[config.mk]
export PLATFORM = sky130hd
export DESIGN_NAME = panel_bridge_csr_device_flat
export DESIGN_NICKNAME = d
export VERILOG_FILES = /design/src/hw/rtl/pbc_pkg.sv /design/src/hw/rtl/pbc_if.sv /design/src/hw/rtl/pbc_prescaler.sv /design/src/hw/rtl/panel_bridge_csr_device.sv /design/src/flat_wrapper.sv
export SDC_FILE = /design/constraint.sdc
export NUM_CORES = 1
export LEC_CHECK = 0
export BUFFER_PORTS_ARGS = -buffer_cell sky130_fd_sc_hd__buf_2
export CORE_MARGIN = 2
export CORE_UTILIZATION = 40
export DETAILED_ROUTE_END_ITERATION = 12
export GPL_TIMING_DRIVEN = 1
export PLACE_DENSITY_LB_ADDON = 0.1
export SYNTH_ARGS = -nofsm -noshare
export SYNTH_HDL_FRONTEND = slang
export SYNTH_SLANG_ARGS = --single-unit
[constraint.sdc]
create_clock -name clock -period 4.2 [get_ports clock]
set_clock_uncertainty 0.05 [all_clocks]
set_input_delay 0.21 -clock clock [delete_from_list [all_inputs] [get_ports clock]]
set_output_delay 0.21 -clock clock [all_outputs]
set_load 0.005 [all_outputs]
[src/hw/rtl/pbc_pkg.sv]
// Shared widths, codes and defaults for the panel bridge CSR device.
`timescale 1ns / 1ps

package pbc_pkg;

   localparam int WORD_WIDTH   = 16;
   localparam int ACTION_WIDTH = 2;
   localparam int REG_WIDTH    = 3;
   localparam int MODE_WIDTH   = 2;
   localparam int CSR_IDX_WIDTH = 2;

   localparam int PERIOD_MAX_DEFAULT = 1000;

   // Request actions
   localparam logic [ACTION_WIDTH-1:0] ACT_TICK  = 2'd0;
   localparam logic [ACTION_WIDTH-1:0] ACT_READ  = 2'd1;
   localparam logic [ACTION_WIDTH-1:0] ACT_WRITE = 2'd2;
   localparam logic [ACTION_WIDTH-1:0] ACT_INIT  = 2'd3;

   // Bus register indexes
   localparam logic [REG_WIDTH-1:0] REG_ICS        = 3'd0;
   localparam logic [REG_WIDTH-1:0] REG_OCS        = 3'd1;
   localparam logic [REG_WIDTH-1:0] REG_IPER       = 3'd2;
   localparam logic [REG_WIDTH-1:0] REG_OPER       = 3'd3;
   localparam logic [REG_WIDTH-1:0] REG_CHANGE     = 3'd4;
   localparam logic [REG_WIDTH-1:0] REG_PANEL_WORD = 3'd5;

   // Configuration register indexes
   localparam logic [CSR_IDX_WIDTH-1:0] CFG_IN_PERIOD  = 2'd0;
   localparam logic [CSR_IDX_WIDTH-1:0] CFG_OUT_PERIOD = 2'd1;
   localparam logic [CSR_IDX_WIDTH-1:0] CFG_PANEL_WORD = 2'd2;

   localparam logic [WORD_WIDTH-1:0] CFG_IN_PERIOD_RESET  = 16'd50;
   localparam logic [WORD_WIDTH-1:0] CFG_OUT_PERIOD_RESET = 16'd10;
   localparam logic [WORD_WIDTH-1:0] CFG_PANEL_WORD_RESET = 16'd0;

   // CSR bit positions
   localparam int BIT_NOCONN = 15;
   localparam int BIT_EVENT  = 7;
   localparam int BIT_IE     = 6;

   // Edge detector result
   typedef struct packed {
      logic raise;
      logic cancel;
   } edge_type;

endpackage

[src/hw/rtl/pbc_if.sv]
// Channel interfaces: request, response and configuration write.
`timescale 1ns / 1ps

interface pbc_req_if;
   logic                              valid;
   logic                              ready;
   logic [pbc_pkg::ACTION_WIDTH-1:0]  action;
   logic [pbc_pkg::REG_WIDTH-1:0]     reg_index;
   logic [pbc_pkg::WORD_WIDTH-1:0]    write_data;
   logic                              panel_connected;
   logic [pbc_pkg::WORD_WIDTH-1:0]    changed_addr;

   modport source (output valid, action, reg_index, write_data, panel_connected,
                   changed_addr, input ready);
   modport sink   (input valid, action, reg_index, write_data, panel_connected,
                   changed_addr, output ready);
endinterface

interface pbc_rsp_if;
   logic                              valid;
   logic                              ready;
   logic [pbc_pkg::WORD_WIDTH-1:0]    read_data;
   logic                              input_irq_raise;
   logic                              input_irq_cancel;
   logic                              output_irq_raise;
   logic                              output_irq_cancel;
   logic                              poll_strobe;
   logic                              update_strobe;
   logic [pbc_pkg::MODE_WIDTH-1:0]    test_mode;

   modport source (output valid, read_data, input_irq_raise, input_irq_cancel,
                   output_irq_raise, output_irq_cancel, poll_strobe,
                   update_strobe, test_mode, input ready);
   modport sink   (input valid, read_data, input_irq_raise, input_irq_cancel,
                   output_irq_raise, output_irq_cancel, poll_strobe,
                   update_strobe, test_mode, output ready);
endinterface

interface pbc_csr_if;
   logic                              valid;
   logic                              ready;
   logic [pbc_pkg::CSR_IDX_WIDTH-1:0] index;
   logic [pbc_pkg::WORD_WIDTH-1:0]    data;

   modport source (output valid, index, data, input ready);
   modport sink   (input valid, index, data, output ready);
endinterface

[src/hw/rtl/pbc_prescaler.sv]
// Millisecond prescaler with clamped period; flags expiry on the stepping tick.
`timescale 1ns / 1ps

module pbc_prescaler #(
   parameter int PERIOD_MAX = pbc_pkg::PERIOD_MAX_DEFAULT
) (
   input  logic                            clock,
   input  logic                            reset,
   input  logic                            step,
   input  logic [pbc_pkg::WORD_WIDTH-1:0]  period,
   output logic                            expire
);

   localparam int CNT_WIDTH = (PERIOD_MAX < 2) ? 1 : $clog2(PERIOD_MAX + 1);
   localparam logic [pbc_pkg::WORD_WIDTH-1:0] PERIOD_CAP = pbc_pkg::WORD_WIDTH'(PERIOD_MAX);

   logic [CNT_WIDTH-1:0] prescale_ff, prescale_in;
   logic [CNT_WIDTH-1:0] eff_period;
   logic                 running;

   always_comb begin
      eff_period = (period > PERIOD_CAP) ? PERIOD_CAP[CNT_WIDTH-1:0] : period[CNT_WIDTH-1:0];
      running    = step && (eff_period != '0);
      expire     = running && !(prescale_ff < eff_period);
      prescale_in = prescale_ff;
      if (running) begin
         // reload also covers a period lowered below the count
         prescale_in = expire ? '0 : prescale_ff + 1'b1;
      end
   end

   always_ff @(posedge clock) begin
      if (reset) begin
         prescale_ff <= '0;
      end else begin
         prescale_ff <= prescale_in;
      end
   end

endmodule

[src/hw/rtl/panel_bridge_csr_device.sv]
// Top level of the panel bridge CSR device: bus registers, prescalers, interrupt edges.
// Latency: a result is valid in the cycle after its request transaction is accepted.
// Throughput: one request per cycle; req ready drops only while a result waits unread.
// State updates and the result register load at the same edge, from one register pass.
// Reset (synchronous, active high) clears all bus state, loads default periods and
// configuration words, and empties the result register.
`timescale 1ns / 1ps

module panel_bridge_csr_device #(
   parameter int PERIOD_MAX = pbc_pkg::PERIOD_MAX_DEFAULT
) (
   input  logic          clock,
   input  logic          reset,
   pbc_req_if.sink       req_ch,
   pbc_rsp_if.source     rsp_ch,
   pbc_csr_if.sink       csr_ch
);

   localparam int W = pbc_pkg::WORD_WIDTH;

   // Configuration registers
   logic [W-1:0] cfg_in_period_ff, cfg_out_period_ff, cfg_panel_word_ff;

   // Bus state
   logic         in_ie_ff, in_ie_in;
   logic         in_event_ff, in_event_in;
   logic         out_ie_ff, out_ie_in;
   logic         out_event_ff, out_event_in;
   logic [pbc_pkg::MODE_WIDTH-1:0] mode_ff, mode_in;
   logic [W-1:0] in_period_ff, in_period_in;
   logic [W-1:0] out_period_ff, out_period_in;
   logic [W-1:0] change_ff, change_in;
   logic         in_prev_ff, in_prev_in;
   logic         out_prev_ff, out_prev_in;

   // Result register
   logic         rsp_valid_ff, rsp_valid_in;
   logic [W-1:0] rdata_ff, rdata_in;
   pbc_pkg::edge_type in_edge_ff, in_edge_in, out_edge_ff, out_edge_in;
   logic         poll_ff, poll_in, upd_ff, upd_in;
   logic [pbc_pkg::MODE_WIDTH-1:0] mode_out_ff;

   logic req_fire, is_tick;
   logic in_expire, out_expire;

   assign req_ch.ready = !rsp_valid_ff || rsp_ch.ready;
   assign req_fire     = req_ch.valid && req_ch.ready;
   assign is_tick      = req_fire && (req_ch.action == pbc_pkg::ACT_TICK);
   assign csr_ch.ready = 1'b1;

   pbc_prescaler #(.PERIOD_MAX(PERIOD_MAX)) u_in_prescaler (
      .clock  (clock),
      .reset  (reset),
      .step   (is_tick),
      .period (in_period_ff),
      .expire (in_expire)
   );

   pbc_prescaler #(.PERIOD_MAX(PERIOD_MAX)) u_out_prescaler (
      .clock  (clock),
      .reset  (reset),
      .step   (is_tick),
      .period (out_period_ff),
      .expire (out_expire)
   );

   function automatic pbc_pkg::edge_type edge_of(input logic level, input logic prev);
      pbc_pkg::edge_type e;
      e.raise  = level && !prev;
      e.cancel = !level && prev;
      return e;
   endfunction

   always_comb begin
      in_ie_in      = in_ie_ff;
      in_event_in   = in_event_ff;
      out_ie_in     = out_ie_ff;
      out_event_in  = out_event_ff;
      mode_in       = mode_ff;
      in_period_in  = in_period_ff;
      out_period_in = out_period_ff;
      change_in     = change_ff;
      in_prev_in    = in_prev_ff;
      out_prev_in   = out_prev_ff;
      rdata_in      = '0;
      in_edge_in    = '0;
      out_edge_in   = '0;
      poll_in       = 1'b0;
      upd_in        = 1'b0;

      unique case (req_ch.action)
         pbc_pkg::ACT_TICK: begin
            if (in_expire && req_ch.panel_connected) begin
               poll_in = 1'b1;
               if (req_ch.changed_addr != '0) begin
                  in_event_in = 1'b1;
                  change_in   = req_ch.changed_addr;
                  in_edge_in  = edge_of(in_ie_ff, in_prev_ff);
                  in_prev_in  = in_ie_ff;
               end
            end
            if (out_expire && req_ch.panel_connected) begin
               upd_in       = 1'b1;
               out_event_in = 1'b1;
               out_edge_in  = edge_of(out_ie_ff, out_prev_ff);
               out_prev_in  = out_ie_ff;
            end
         end
         pbc_pkg::ACT_READ: begin
            unique case (req_ch.reg_index)
               pbc_pkg::REG_ICS: begin
                  rdata_in[pbc_pkg::BIT_NOCONN] = !req_ch.panel_connected;
                  rdata_in[pbc_pkg::BIT_EVENT]  = in_event_ff;
                  rdata_in[pbc_pkg::BIT_IE]     = in_ie_ff;
                  in_event_in = 1'b0;
                  in_edge_in  = edge_of(1'b0, in_prev_ff);
                  in_prev_in  = 1'b0;
               end
               pbc_pkg::REG_OCS: begin
                  rdata_in[pbc_pkg::BIT_NOCONN] = !req_ch.panel_connected;
                  rdata_in[pbc_pkg::BIT_EVENT]  = out_event_ff;
                  rdata_in[pbc_pkg::BIT_IE]     = out_ie_ff;
                  rdata_in[pbc_pkg::MODE_WIDTH-1:0] = mode_ff;
                  out_event_in = 1'b0;
                  out_edge_in  = edge_of(1'b0, out_prev_ff);
                  out_prev_in  = 1'b0;
               end
               pbc_pkg::REG_IPER:       rdata_in = in_period_ff;
               pbc_pkg::REG_OPER:       rdata_in = out_period_ff;
               pbc_pkg::REG_CHANGE:     rdata_in = change_ff;
               pbc_pkg::REG_PANEL_WORD: rdata_in = cfg_panel_word_ff;
               default:                 rdata_in = '0;
            endcase
         end
         pbc_pkg::ACT_WRITE: begin
            unique case (req_ch.reg_index)
               pbc_pkg::REG_ICS: in_ie_in = req_ch.write_data[pbc_pkg::BIT_IE];
               pbc_pkg::REG_OCS: begin
                  out_ie_in = req_ch.write_data[pbc_pkg::BIT_IE];
                  mode_in   = req_ch.write_data[pbc_pkg::MODE_WIDTH-1:0];
               end
               pbc_pkg::REG_IPER: in_period_in  = req_ch.write_data;
               pbc_pkg::REG_OPER: out_period_in = req_ch.write_data;
               default: ;
            endcase
         end
         default: begin
            // bus init: prescalers keep counting from where they are
            in_ie_in      = 1'b0;
            in_event_in   = 1'b0;
            out_ie_in     = 1'b0;
            out_event_in  = 1'b0;
            mode_in       = '0;
            in_period_in  = cfg_in_period_ff;
            out_period_in = cfg_out_period_ff;
            change_in     = '0;
            in_prev_in    = 1'b0;
            out_prev_in   = 1'b0;
         end
      endcase

      rsp_valid_in = req_fire || (rsp_valid_ff && !rsp_ch.ready);
   end

   always_ff @(posedge clock) begin
      if (reset) begin
         cfg_in_period_ff  <= pbc_pkg::CFG_IN_PERIOD_RESET;
         cfg_out_period_ff <= pbc_pkg::CFG_OUT_PERIOD_RESET;
         cfg_panel_word_ff <= pbc_pkg::CFG_PANEL_WORD_RESET;
      end else if (csr_ch.valid) begin
         unique case (csr_ch.index)
            pbc_pkg::CFG_IN_PERIOD:  cfg_in_period_ff  <= csr_ch.data;
            pbc_pkg::CFG_OUT_PERIOD: cfg_out_period_ff <= csr_ch.data;
            pbc_pkg::CFG_PANEL_WORD: cfg_panel_word_ff <= csr_ch.data;
            default: ;
         endcase
      end
   end

   always_ff @(posedge clock) begin
      if (reset) begin
         in_ie_ff      <= 1'b0;
         in_event_ff   <= 1'b0;
         out_ie_ff     <= 1'b0;
         out_event_ff  <= 1'b0;
         mode_ff       <= '0;
         in_period_ff  <= pbc_pkg::CFG_IN_PERIOD_RESET;
         out_period_ff <= pbc_pkg::CFG_OUT_PERIOD_RESET;
         change_ff     <= '0;
         in_prev_ff    <= 1'b0;
         out_prev_ff   <= 1'b0;
         rsp_valid_ff  <= 1'b0;
      end else begin
         rsp_valid_ff <= rsp_valid_in;
         if (req_fire) begin
            in_ie_ff      <= in_ie_in;
            in_event_ff   <= in_event_in;
            out_ie_ff     <= out_ie_in;
            out_event_ff  <= out_event_in;
            mode_ff       <= mode_in;
            in_period_ff  <= in_period_in;
            out_period_ff <= out_period_in;
            change_ff     <= change_in;
            in_prev_ff    <= in_prev_in;
            out_prev_ff   <= out_prev_in;
         end
      end
   end

   // Load the result payload only with a new transaction; hold it while stalled
   always_ff @(posedge clock) begin
      if (req_fire) begin
         rdata_ff    <= rdata_in;
         in_edge_ff  <= in_edge_in;
         out_edge_ff <= out_edge_in;
         poll_ff     <= poll_in;
         upd_ff      <= upd_in;
         mode_out_ff <= mode_in;
      end
   end

   assign rsp_ch.valid             = rsp_valid_ff;
   assign rsp_ch.read_data         = rdata_ff;
   assign rsp_ch.input_irq_raise   = in_edge_ff.raise;
   assign rsp_ch.input_irq_cancel  = in_edge_ff.cancel;
   assign rsp_ch.output_irq_raise  = out_edge_ff.raise;
   assign rsp_ch.output_irq_cancel = out_edge_ff.cancel;
   assign rsp_ch.poll_strobe       = poll_ff;
   assign rsp_ch.update_strobe     = upd_ff;
   assign rsp_ch.test_mode         = mode_out_ff;

   a_fire_gives_result: assert property (@(posedge clock) disable iff (reset)
      req_fire |=> rsp_valid_ff)
      else $error("accepted request produced no result");

   a_no_overwrite: assert property (@(posedge clock) disable iff (reset)
      (rsp_valid_ff && !rsp_ch.ready) |-> !req_ch.ready)
      else $error("request accepted while result stalled");

   a_init_quiet: assert property (@(posedge clock) disable iff (reset)
      (req_fire && req_ch.action == pbc_pkg::ACT_INIT) |=>
      (!in_edge_ff.raise && !in_edge_ff.cancel && !out_edge_ff.raise &&
       !out_edge_ff.cancel && !in_event_ff && !out_event_ff && !in_prev_ff && !out_prev_ff))
      else $error("bus init left events or interrupt edges");

   a_read_clears_event: assert property (@(posedge clock) disable iff (reset)
      (req_fire && req_ch.action == pbc_pkg::ACT_READ &&
       req_ch.reg_index == pbc_pkg::REG_ICS) |=> (!in_event_ff && !in_prev_ff))
      else $error("ICS read did not clear input event");

endmodule
[src/flat_wrapper.sv]
// flat-port wrapper written by rule: the top's interface ports become plain ports
module panel_bridge_csr_device_flat 
#(
   parameter int PERIOD_MAX = pbc_pkg::PERIOD_MAX_DEFAULT
)
  (clock, reset, req_ch_valid, req_ch_action, req_ch_reg_index, req_ch_write_data, req_ch_panel_connected, req_ch_changed_addr, req_ch_ready, rsp_ch_valid, rsp_ch_read_data, rsp_ch_input_irq_raise, rsp_ch_input_irq_cancel, rsp_ch_output_irq_raise, rsp_ch_output_irq_cancel, rsp_ch_poll_strobe, rsp_ch_update_strobe, rsp_ch_test_mode, rsp_ch_ready, csr_ch_valid, csr_ch_index, csr_ch_data, csr_ch_ready);
  pbc_req_if req_ch_i ();
  pbc_rsp_if rsp_ch_i ();
  pbc_csr_if csr_ch_i ();
  input  logic clock;
  input  logic reset;
  input wire logic [$bits(req_ch_i.valid)-1:0] req_ch_valid;
  input wire logic [$bits(req_ch_i.action)-1:0] req_ch_action;
  input wire logic [$bits(req_ch_i.reg_index)-1:0] req_ch_reg_index;
  input wire logic [$bits(req_ch_i.write_data)-1:0] req_ch_write_data;
  input wire logic [$bits(req_ch_i.panel_connected)-1:0] req_ch_panel_connected;
  input wire logic [$bits(req_ch_i.changed_addr)-1:0] req_ch_changed_addr;
  output wire logic [$bits(req_ch_i.ready)-1:0] req_ch_ready;
  output wire logic [$bits(rsp_ch_i.valid)-1:0] rsp_ch_valid;
  output wire logic [$bits(rsp_ch_i.read_data)-1:0] rsp_ch_read_data;
  output wire logic [$bits(rsp_ch_i.input_irq_raise)-1:0] rsp_ch_input_irq_raise;
  output wire logic [$bits(rsp_ch_i.input_irq_cancel)-1:0] rsp_ch_input_irq_cancel;
  output wire logic [$bits(rsp_ch_i.output_irq_raise)-1:0] rsp_ch_output_irq_raise;
  output wire logic [$bits(rsp_ch_i.output_irq_cancel)-1:0] rsp_ch_output_irq_cancel;
  output wire logic [$bits(rsp_ch_i.poll_strobe)-1:0] rsp_ch_poll_strobe;
  output wire logic [$bits(rsp_ch_i.update_strobe)-1:0] rsp_ch_update_strobe;
  output wire logic [$bits(rsp_ch_i.test_mode)-1:0] rsp_ch_test_mode;
  input wire logic [$bits(rsp_ch_i.ready)-1:0] rsp_ch_ready;
  input wire logic [$bits(csr_ch_i.valid)-1:0] csr_ch_valid;
  input wire logic [$bits(csr_ch_i.index)-1:0] csr_ch_index;
  input wire logic [$bits(csr_ch_i.data)-1:0] csr_ch_data;
  output wire logic [$bits(csr_ch_i.ready)-1:0] csr_ch_ready;
  assign req_ch_i.valid = req_ch_valid;
  assign req_ch_i.action = req_ch_action;
  assign req_ch_i.reg_index = req_ch_reg_index;
  assign req_ch_i.write_data = req_ch_write_data;
  assign req_ch_i.panel_connected = req_ch_panel_connected;
  assign req_ch_i.changed_addr = req_ch_changed_addr;
  assign req_ch_ready = req_ch_i.ready;
  assign rsp_ch_valid = rsp_ch_i.valid;
  assign rsp_ch_read_data = rsp_ch_i.read_data;
  assign rsp_ch_input_irq_raise = rsp_ch_i.input_irq_raise;
  assign rsp_ch_input_irq_cancel = rsp_ch_i.input_irq_cancel;
  assign rsp_ch_output_irq_raise = rsp_ch_i.output_irq_raise;
  assign rsp_ch_output_irq_cancel = rsp_ch_i.output_irq_cancel;
  assign rsp_ch_poll_strobe = rsp_ch_i.poll_strobe;
  assign rsp_ch_update_strobe = rsp_ch_i.update_strobe;
  assign rsp_ch_test_mode = rsp_ch_i.test_mode;
  assign rsp_ch_i.ready = rsp_ch_ready;
  assign csr_ch_i.valid = csr_ch_valid;
  assign csr_ch_i.index = csr_ch_index;
  assign csr_ch_i.data = csr_ch_data;
  assign csr_ch_ready = csr_ch_i.ready;
  panel_bridge_csr_device #(.PERIOD_MAX(PERIOD_MAX)) u_core (.clock(clock), .reset(reset), .req_ch(req_ch_i), .rsp_ch(rsp_ch_i), .csr_ch(csr_ch_i));
endmodule
==> results of run 1 <==
[registers in the layout, summed over array words and instances (netlist names), 2 cells and up]
register and count:
u_core.cfg_in_period_ff 16, u_core.cfg_out_period_ff 16, u_core.cfg_panel_word_ff 16, u_core.change_ff 16
u_core.in_period_ff 16, u_core.mode_ff 2, u_core.out_period_ff 16, u_core.rsp_ch.read_data 16
u_core.rsp_ch.test_mode 2, u_core.u_in_prescaler.prescale_ff 10, u_core.u_out_prescaler.prescale_ff 10
[area by class of cell]
| cell class | count | area, um2 |
|---|---|---|
| timing repair buffer | 115 | 706 |
| sequential | 149 | 3220 |
| fill | 1729 | 9270 |
| clock buffer | 20 | 468 |
| inverter | 16 | 60.1 |
| multi-input combinational | 614 | 3780 |
| tap | 229 | 287 |
| clock inverter | 12 | 113 |
[per-stage QoR]
step | worst slack [ns] | utilization, % | instance area, um2 | hold WS, ns | instances
floorplan | 0.996 | - | 7250 | 0.281 | 825
global placement | 0.741 | 43.8 | 7840 | 0.391 | 1101
detailed placement | 0.685 | 43.8 | 7840 | 0.400 | 1101
CTS | 0.685 | 48.2 | 8640 | 0.00465 | 1155
global route | 0.376 | 48.2 | 8640 | 0.00746 | 1155
finish | 0.665 | 48.2 | 8640 | 0.0184 | 1155
[power by group through the flow]
| stage | clock network, uW | registers (uW) | logic, uW |
|---|---|---|---|
| floorplan | 0 | 1560 | 240 |
| global placement | 0 | 1580 | 360 |
| finish | 1510 | 1550 | 383 |
| detailed placement | 0 | 1580 | 365 |
| global route | 1600 | 1550 | 429 |
| CTS | 1540 | 1550 | 382 |
[path summary, 6_finish.rpt]
| kind | to | slack, ns | cells after the start | from |
|---|---|---|---|---|
| min | u_core.cfg_panel_word_ff[11] | 0.02 | 3 | csr_ch_data[11] |
| max reg2reg | u_core.u_in_prescaler.prescale_ff[9] | 0.67 | 11 | u_core.in_period_ff[15] |
| max | u_core.u_in_prescaler.prescale_ff[9] | 0.67 | 11 | u_core.in_period_ff[15] |
| min reg2reg | u_core.cfg_out_period_ff[9] | 0.41 | 2 | u_core.cfg_out_period_ff[9] |
[cells in the mapped netlist (3+ instances only)]
cell type                  count
sky130_fd_sc_hd__and3_1        5
sky130_fd_sc_hd__clkbuf_1     37
sky130_fd_sc_hd__and2b_1      10
sky130_fd_sc_hd__xor2_1        7
sky130_fd_sc_hd__o211ai_1      4
sky130_fd_sc_hd__nand4_1      10
sky130_fd_sc_hd__nand2_1     138
sky130_fd_sc_hd__dfxtp_1     125
sky130_fd_sc_hd__nand3b_1      9
sky130_fd_sc_hd__inv_1        15
sky130_fd_sc_hd__mux2i_1      46
sky130_fd_sc_hd__a22oi_1       3
sky130_fd_sc_hd__a211oi_1     28
sky130_fd_sc_hd__a21oi_1      70
sky130_fd_sc_hd__mux2_2        5
sky130_fd_sc_hd__or3_1         5
sky130_fd_sc_hd__xnor2_1       8
sky130_fd_sc_hd__nor2_1      101
sky130_fd_sc_hd__ha_1         26
sky130_fd_sc_hd__nor2b_1      11
sky130_fd_sc_hd__a221oi_1      4
sky130_fd_sc_hd__nor4_1        9
sky130_fd_sc_hd__a31oi_1       3
sky130_fd_sc_hd__a22o_1       11
sky130_fd_sc_hd__edfxtp_1     24
sky130_fd_sc_hd__a222oi_1     11
sky130_fd_sc_hd__nor3_1       16
sky130_fd_sc_hd__o21ai_0      13
sky130_fd_sc_hd__buf_2         6
sky130_fd_sc_hd__a211o_1       6
sky130_fd_sc_hd__nand3_1      14
sky130_fd_sc_hd__and2_1        3
[cells by family after synthesis]
logic type	Yosys count	share of synthesized area, %
other	1	0.0517
AND/OR/NAND/NOR	347	21.9
adder cells (fa/ha/maj)	26	4.49
AO/OA/AOI/OAI	174	16.5
buffers and inverters	62	3.59
flip-flops	149	44.4
XOR/XNOR	15	1.81
multiplexers	51	7.13
[timing repair]
item / 4_1_cts / 5_1_grt
hold endpoints to repair: 46 / 0
hold buffers: 22 / 0
setup endpoints to repair: 0 / 0
[per-layer routing]
| metal | GRT usage (%) | vias up | routed length (um) |
|---|---|---|---|
| met1 | 30.7 | 2972 | 10000 |
| li1 | - | 3128 | - |
| met3 | 4.25 | 35 | 1060 |
| met4 | 8.08 | 0 | 452 |
| met2 | 33.0 | 201 | 9220 |
| met5 | 0 | - | 0 |
[critical path, delay by kind of cell (launching register included)]
kind,cells,cell delay [ns]
AO/OA/AOI/OAI,2,0.90
adder cells (fa/ha/maj),1,0.29
flip-flops,1,0.32
AND/OR/NAND/NOR,8,1.84
==> metrics.txt, run 1 <==
# TYPE chip_impl_metric gauge
chip_impl_metric{name="ys_seq_elements",unit=""} 149
chip_impl_metric{name="asyncSetResetFlopFracSynth",unit="%"} 0
chip_impl_metric{name="timing.fmax",unit="MHz"} 283
chip_impl_info{name="startpoint_type",value="register"} 1
chip_impl_metric{name="fp-row-count",unit=""} 49
chip_impl_metric{name="first_global_vias",unit=""} 6066
chip_impl_metric{name="worst_ir_drop_vdd",unit="uV"} 296
chip_impl_metric{name="power.share.combinational",unit="%"} 11.1
chip_impl_metric{name="cts-htree-levels",unit=""} 4
chip_impl_info{name="netlist_top_cells_area",value="sky130_fd_sc_hd__dfxtp_1 35%, sky130_fd_sc_hd__edfxtp_1 9.9%, sky130_fd_sc_hd__nand2_1 7.1%"} 1
chip_impl_metric{name="postSynthCellCount",unit=""} 825
chip_impl_metric{name="ant_nets",unit=""} 0
chip_impl_metric{name="cap_viol_max_count",unit=""} 0
chip_impl_metric{name="path_max_fanout",unit=""} 8
chip_impl_metric{name="core_area",unit="um2"} 17900
chip_impl_metric{name="internal_power",unit="uW"} 2530
chip_impl_metric{name="power_frac_clock",unit="%"} 43.9
chip_impl_metric{name="synth.top_cell.area_share",unit="%"} 34.5
chip_impl_metric{name="fin_tns_setup",unit="ns"} 0
chip_impl_metric{name="clkTransAtPathRegs",unit="ns"} 0.07
chip_impl_metric{name="ioPinCount",unit=""} 88
chip_impl_metric{name="grt-ovfl-total",unit=""} 0
chip_impl_metric{name="mappedNetlistNets",unit=""} 912
chip_impl_info{name="layout.cells.most_common_list",value="138 x sky130_fd_sc_hd__nand2_1, 125 x sky130_fd_sc_hd__dfxtp_1, 101 x sky130_fd_sc_hd__nor2_1"} 1
chip_impl_metric{name="clkLatencyLatePin",unit="ns"} 0.42
chip_impl_metric{name="first_pass_grt_wire_length",unit="um"} 33100
chip_impl_info{name="final_common_cell",value="sky130_fd_sc_hd__nand2_1"} 1
chip_impl_metric{name="antenna_violations_before_repair",unit=""} 0
chip_impl_metric{name="gpl.final_weighted_congestion",unit=""} 0.847
chip_impl_metric{name="period_minus_slack",unit="ns"} 3.53
chip_impl_metric{name="cp_slowest_stage_delay",unit="ns"} 0.56
chip_impl_info{name="cts_tree",value="yes"} 1
chip_impl_metric{name="tightestPinTransition",unit="ns"} 1.26
chip_impl_metric{name="via_count",unit=""} 6336
chip_impl_info{name="timing.critical_path.cells",value="or4_4 -> or2_2 -> nor2b_1 -> nand2_1 -> ha_1 -> nand3_1 -> or2_1 -> a31oi_1 -> nor2_1 -> o21bai_1 -> nor2_1"} 1
chip_impl_metric{name="timing_max_transition_violations_final",unit=""} 0
chip_impl_metric{name="design.die.area",unit="um2"} 19200
chip_impl_metric{name="groute.usage.overall",unit="%"} 21.7
chip_impl_metric{name="worst_slew_slack_as_a_fraction_of_its_limit",unit="%"} 15.2
chip_impl_metric{name="postCtsSetupRepairBufs",unit=""} 0
chip_impl_metric{name="first_pass_drt_iterations",unit=""} 7
chip_impl_metric{name="antenna_cells",unit=""} 0
chip_impl_metric{name="syn-cell-area",unit="um2"} 7250
chip_impl_metric{name="drt_first_iter_violations",unit=""} 440
chip_impl_metric{name="die_y",unit="um"} 139
chip_impl_info{name="cts_root_buffer",value="sky130_fd_sc_hd__clkbuf_16"} 1
chip_impl_metric{name="via_per_inst",unit=""} 5.49
chip_impl_info{name="crit_path_frequent_cell",value="sky130_fd_sc_hd__nor2_1"} 1
chip_impl_metric{name="power.share.switching",unit="%"} 26.6
chip_impl_metric{name="port_buffers",unit=""} 86
chip_impl_metric{name="setup_viol",unit=""} 0
chip_impl_info{name="worst_path_max_delay_cell",value="sky130_fd_sc_hd__or4_4"} 1
chip_impl_metric{name="number_of_endpoints_with_negative_hold_slack_in_the_final_report",unit=""} 0
chip_impl_metric{name="synth_sequential_area_ratio",unit="%"} 44.4
chip_impl_metric{name="post_layout_net_count",unit=""} 1000
chip_impl_metric{name="crit_required",unit="ns"} 4.44
chip_impl_metric{name="wl_per_cell",unit="um"} 18.0
chip_impl_metric{name="max-clock-path-buffers",unit=""} 2
chip_impl_metric{name="yosysWarnings",unit=""} 0
chip_impl_metric{name="initial_utilization",unit="%"} 40.5
chip_impl_metric{name="synth_edf_count",unit=""} 24
chip_impl_info{name="rsz_0062_raised_after_global_routing",value="false"} 1
chip_impl_metric{name="area_growth",unit="%"} 19.1
chip_impl_info{name="status",value="finished clean"} 1
chip_impl_metric{name="total_switching_power",unit="uW"} 914
chip_impl_metric{name="total_leakage_power",unit="uW"} 0.00341
chip_impl_metric{name="power_per_cell_area",unit="nW/um2"} 398
chip_impl_metric{name="maximum_number_of_pins_on_one_net_before_global_route_repair",unit=""} 65
chip_impl_metric{name="timing.critical_path.arrival",unit="ns"} 3.77
chip_impl_info{name="worst_path_class_setup",value="reg -> reg"} 1
chip_impl_metric{name="sinks_on_the_clock_net",unit=""} 149
chip_impl_info{name="synth_ff_type",value="sky130_fd_sc_hd__dfxtp_1"} 1
chip_impl_metric{name="post-route-period-util",unit="%"} 84.2
chip_impl_metric{name="synthDistinctLibCells",unit=""} 63
chip_impl_metric{name="wirelength",unit="um"} 20800
chip_impl_metric{name="total_power",unit="uW"} 3440
chip_impl_metric{name="layout-drive-gt1-share",unit="%"} 15.6
chip_impl_metric{name="postCtsResizedCells",unit=""} 0
chip_impl_metric{name="cts_buffers",unit=""} 17
chip_impl_metric{name="avgSynthCellArea",unit="um2"} 8.79
chip_impl_metric{name="dp_hpwl",unit="um"} 15300
chip_impl_metric{name="seq_power_share",unit="%"} 45.0
chip_impl_info{name="post-synth-top-area-cell",value="sky130_fd_sc_hd__dfxtp_1"} 1
chip_impl_metric{name="die_w",unit="um"} 139
chip_impl_metric{name="drcViolationCount",unit=""} 0
chip_impl_info{name="worstHoldPathType",value="in -> reg"} 1
chip_impl_info{name="timing.critical_path.to_type",value="register"} 1
Power figures use the tool's default switching activity.
==> run 2: changes to the inputs <==
==> constraint.sdc (replaced) <==
create_clock -name clock -period 3.6 [get_ports clock]
set_clock_uncertainty 0.05 [all_clocks]
set_input_delay 0.18 -clock clock [delete_from_list [all_inputs] [get_ports clock]]
set_output_delay 0.18 -clock clock [all_outputs]
set_load 0.005 [all_outputs]
==> run 2 against run 1 <==
Against the previous run:
- power up 17%
- sequential power is 16% higher
- routed wire length up 1.6%
- critical path depth unchanged
- register-to-register slack got worse by 0.42 ns
- first-iteration DRC count down 8.0%
- hold slack better by 0.0017 ns
- global-route usage up 0.59 points
- via count rose by 1.3%
- setup slack worse by 0.42 ns
- utilization rose by 0.95 points
==> metrics.txt, run 2 (synthesized netlist as in run 1, its figures left out) <==
# TYPE chip_impl_metric gauge
chip_impl_metric{name="wl_per_cell",unit="um"} 18.0
chip_impl_metric{name="fin_tns_setup",unit="ns"} 0
chip_impl_info{name="cts_tree",value="yes"} 1
chip_impl_info{name="worstHoldPathType",value="in -> reg"} 1
chip_impl_metric{name="clkLatencyLatePin",unit="ns"} 0.43
chip_impl_info{name="rsz_0062_raised_after_global_routing",value="false"} 1
chip_impl_info{name="status",value="finished clean"} 1
chip_impl_metric{name="antenna_violations_before_repair",unit=""} 0
chip_impl_metric{name="rrSetupSlack",unit="ns"} 0.24
chip_impl_metric{name="drcViolationCount",unit=""} 0
chip_impl_metric{name="drt_first_iter_violations",unit=""} 405
chip_impl_info{name="crit-reg2reg-launch",value="u_core.in_period_ff[15]"} 1
chip_impl_metric{name="port_buffers",unit=""} 86
chip_impl_metric{name="dp_hpwl",unit="um"} 15500
chip_impl_metric{name="via_count",unit=""} 6419
chip_impl_metric{name="wirelength",unit="um"} 21100
chip_impl_metric{name="groute.usage.overall",unit="%"} 22.3
chip_impl_metric{name="via_per_inst",unit=""} 5.48
chip_impl_metric{name="cts_buffers",unit=""} 17
chip_impl_metric{name="first_global_vias",unit=""} 6190
chip_impl_metric{name="worstRegToRegCells",unit=""} 11
chip_impl_info{name="layout.cells.most_common_list",value="138 x sky130_fd_sc_hd__nand2_1, 125 x sky130_fd_sc_hd__dfxtp_1, 101 x sky130_fd_sc_hd__nor2_1"} 1
chip_impl_metric{name="sinks_on_the_clock_net",unit=""} 149
chip_impl_metric{name="crit_required",unit="ns"} 3.73
chip_impl_metric{name="worst_slew_slack_as_a_fraction_of_its_limit",unit="%"} 23.9
chip_impl_metric{name="number_of_endpoints_with_negative_hold_slack_in_the_final_report",unit=""} 0
chip_impl_metric{name="power_frac_clock",unit="%"} 43.5
chip_impl_metric{name="ant_nets",unit=""} 0
chip_impl_metric{name="seq_power_share",unit="%"} 45.0
chip_impl_info{name="timing.rr.end",value="u_core.rsp_ch.input_irq_cancel"} 1
chip_impl_info{name="cts_root_buffer",value="sky130_fd_sc_hd__clkbuf_16"} 1
chip_impl_metric{name="total_leakage_power",unit="uW"} 0.00350
chip_impl_metric{name="grt-ovfl-total",unit=""} 0
chip_impl_metric{name="power_per_cell_area",unit="nW/um2"} 455
chip_impl_metric{name="max-clock-path-buffers",unit=""} 2
chip_impl_metric{name="cap_viol_max_count",unit=""} 0
chip_impl_metric{name="design.die.area",unit="um2"} 19200
chip_impl_metric{name="dp_worst_setup_slack",unit="ns"} 0.183
chip_impl_metric{name="total_switching_power",unit="uW"} 1090
chip_impl_metric{name="internal_power",unit="uW"} 2920
chip_impl_metric{name="die_y",unit="um"} 139
chip_impl_metric{name="gpl.final_weighted_congestion",unit=""} 0.828
chip_impl_metric{name="initial_utilization",unit="%"} 40.5
chip_impl_metric{name="power.share.switching",unit="%"} 27.1
chip_impl_metric{name="fin_worst_hold_slack",unit="ns"} 0.0202
chip_impl_metric{name="first_pass_grt_wire_length",unit="um"} 33800
chip_impl_metric{name="post-route-period-util",unit="%"} 93.2
chip_impl_metric{name="worst_ir_drop_vdd",unit="uV"} 327
chip_impl_metric{name="regArea",unit="um2"} 3220
chip_impl_metric{name="timing_max_transition_violations_final",unit=""} 0
chip_impl_metric{name="core_area",unit="um2"} 17900
chip_impl_metric{name="area_growth",unit="%"} 21.4
chip_impl_info{name="worst_path_class_setup",value="reg -> reg"} 1
chip_impl_info{name="timing.critical_path.to_type",value="register"} 1
chip_impl_metric{name="layout-drive-gt1-share",unit="%"} 16.3
chip_impl_metric{name="setup_viol",unit=""} 0
chip_impl_metric{name="ioPinCount",unit=""} 88
chip_impl_metric{name="power.share.combinational",unit="%"} 11.5
chip_impl_info{name="final_common_cell",value="sky130_fd_sc_hd__nand2_1"} 1
chip_impl_metric{name="clkTransAtPathRegs",unit="ns"} 0.06
chip_impl_metric{name="antenna_cells",unit=""} 0
chip_impl_metric{name="postCtsSetupRepairBufs",unit=""} 0
chip_impl_metric{name="cts-htree-levels",unit=""} 4
chip_impl_metric{name="fillers",unit=""} 1758
chip_impl_metric{name="fp-row-count",unit=""} 49
chip_impl_metric{name="timing.fmax",unit="MHz"} 298
chip_impl_metric{name="period_minus_slack",unit="ns"} 3.36
chip_impl_metric{name="tightestPinTransition",unit="ns"} 1.14
chip_impl_metric{name="die_w",unit="um"} 139
chip_impl_info{name="cp-endpoint",value="u_core.rsp_ch.input_irq_cancel"} 1
chip_impl_metric{name="multi_input_area",unit="um2"} 3790
chip_impl_metric{name="path_max_fanout",unit=""} 5
chip_impl_metric{name="timing.critical_path.arrival",unit="ns"} 3.49
chip_impl_metric{name="maximum_number_of_pins_on_one_net_before_global_route_repair",unit=""} 67
chip_impl_metric{name="post_layout_net_count",unit=""} 1017
chip_impl_info{name="startpoint_type",value="register"} 1
chip_impl_metric{name="first_pass_drt_iterations",unit=""} 5
chip_impl_info{name="launching_instance_or_port_of_the_critical_path",value="u_core.in_period_ff[15]"} 1
chip_impl_metric{name="worst_slack",unit="ns"} 0.244
==> run 2: worst max-delay path: stages (launching register included) <==
cell and delay (ns):
sky130_fd_sc_hd__dfxtp_1 0.33, sky130_fd_sc_hd__or4_4 0.56, sky130_fd_sc_hd__or2_2 0.35, sky130_fd_sc_hd__nor2b_4 0.15, sky130_fd_sc_hd__nand2_1 0.06, sky130_fd_sc_hd__ha_1 0.18
sky130_fd_sc_hd__or4b_1 0.48, sky130_fd_sc_hd__nor3_2 0.15, sky130_fd_sc_hd__a2bb2oi_2 0.12, sky130_fd_sc_hd__o211ai_1 0.38, sky130_fd_sc_hd__o32ai_1 0.13, sky130_fd_sc_hd__and2_1 0.17
==> run 2: through the flow <==
step                std cells  power (uW)  util, %  area [um2]
finish                   1172        4010     49.2        8810
global route             1172        4170     49.2        8810
floorplan                 825        2100        -        7250
detailed placement       1109        2270     44.2        7910
CTS                      1172        4040     49.1        8800
global placement         1109        2270     44.2        7910
==> run 2: power groups by stage <==
stage	Combinational (uW)	Sequential, uW	Clock [uW]
final	463	1800	1740
after global routing	519	1810	1840
after CTS	462	1800	1780
after detailed placement	434	1840	0
after global placement	429	1840	0
after floorplan	281	1820	0
==> run 2: how the worst min path moves through the flow <==
stage	startpoint	to	slack (ns)	cells after the start
detailed placement	csr_ch_data[3]	u_core.cfg_out_period_ff[3]	0.38	3
global placement	csr_ch_data[1]	u_core.cfg_out_period_ff[1]	0.37	3
CTS	req_ch_changed_addr[6]	u_core.change_ff[6]	0.01	3
finish	req_ch_changed_addr[6]	u_core.change_ff[6]	0.02	3
floorplan	csr_ch_data[1]	u_core.cfg_out_period_ff[1]	0.25	2
global route	req_ch_changed_addr[6]	u_core.change_ff[6]	0.04	3
==> run 2: final cells by class <==
cell class	count	area share [%]
flip-flops and latches	149	36.6
inverters	16	0.682
clock buffers	20	5.43
clock inverters	12	1.17
repair buffers	132	9.86
multi-input cells	614	43.0
well taps	229	3.25
==> run 2: repair_timing <==
action / 4_1_cts / 5_1_grt
hold endpoints to repair: 63 / 0
endpoints found under the setup margin: 0 / 15
gates resized for setup: 0 / 2
hold buffers: 31 / 0
==> run 2: layer usage <==
metal  vias to the layer above  routed length, um  GRT usage [%]
met2                       192               9390           34.4
li1                       3161                  -              -
met1                      3041              10000           30.9
met3                        25               1210           5.01
met5                         -                  0              0
met4                         0                476           7.81
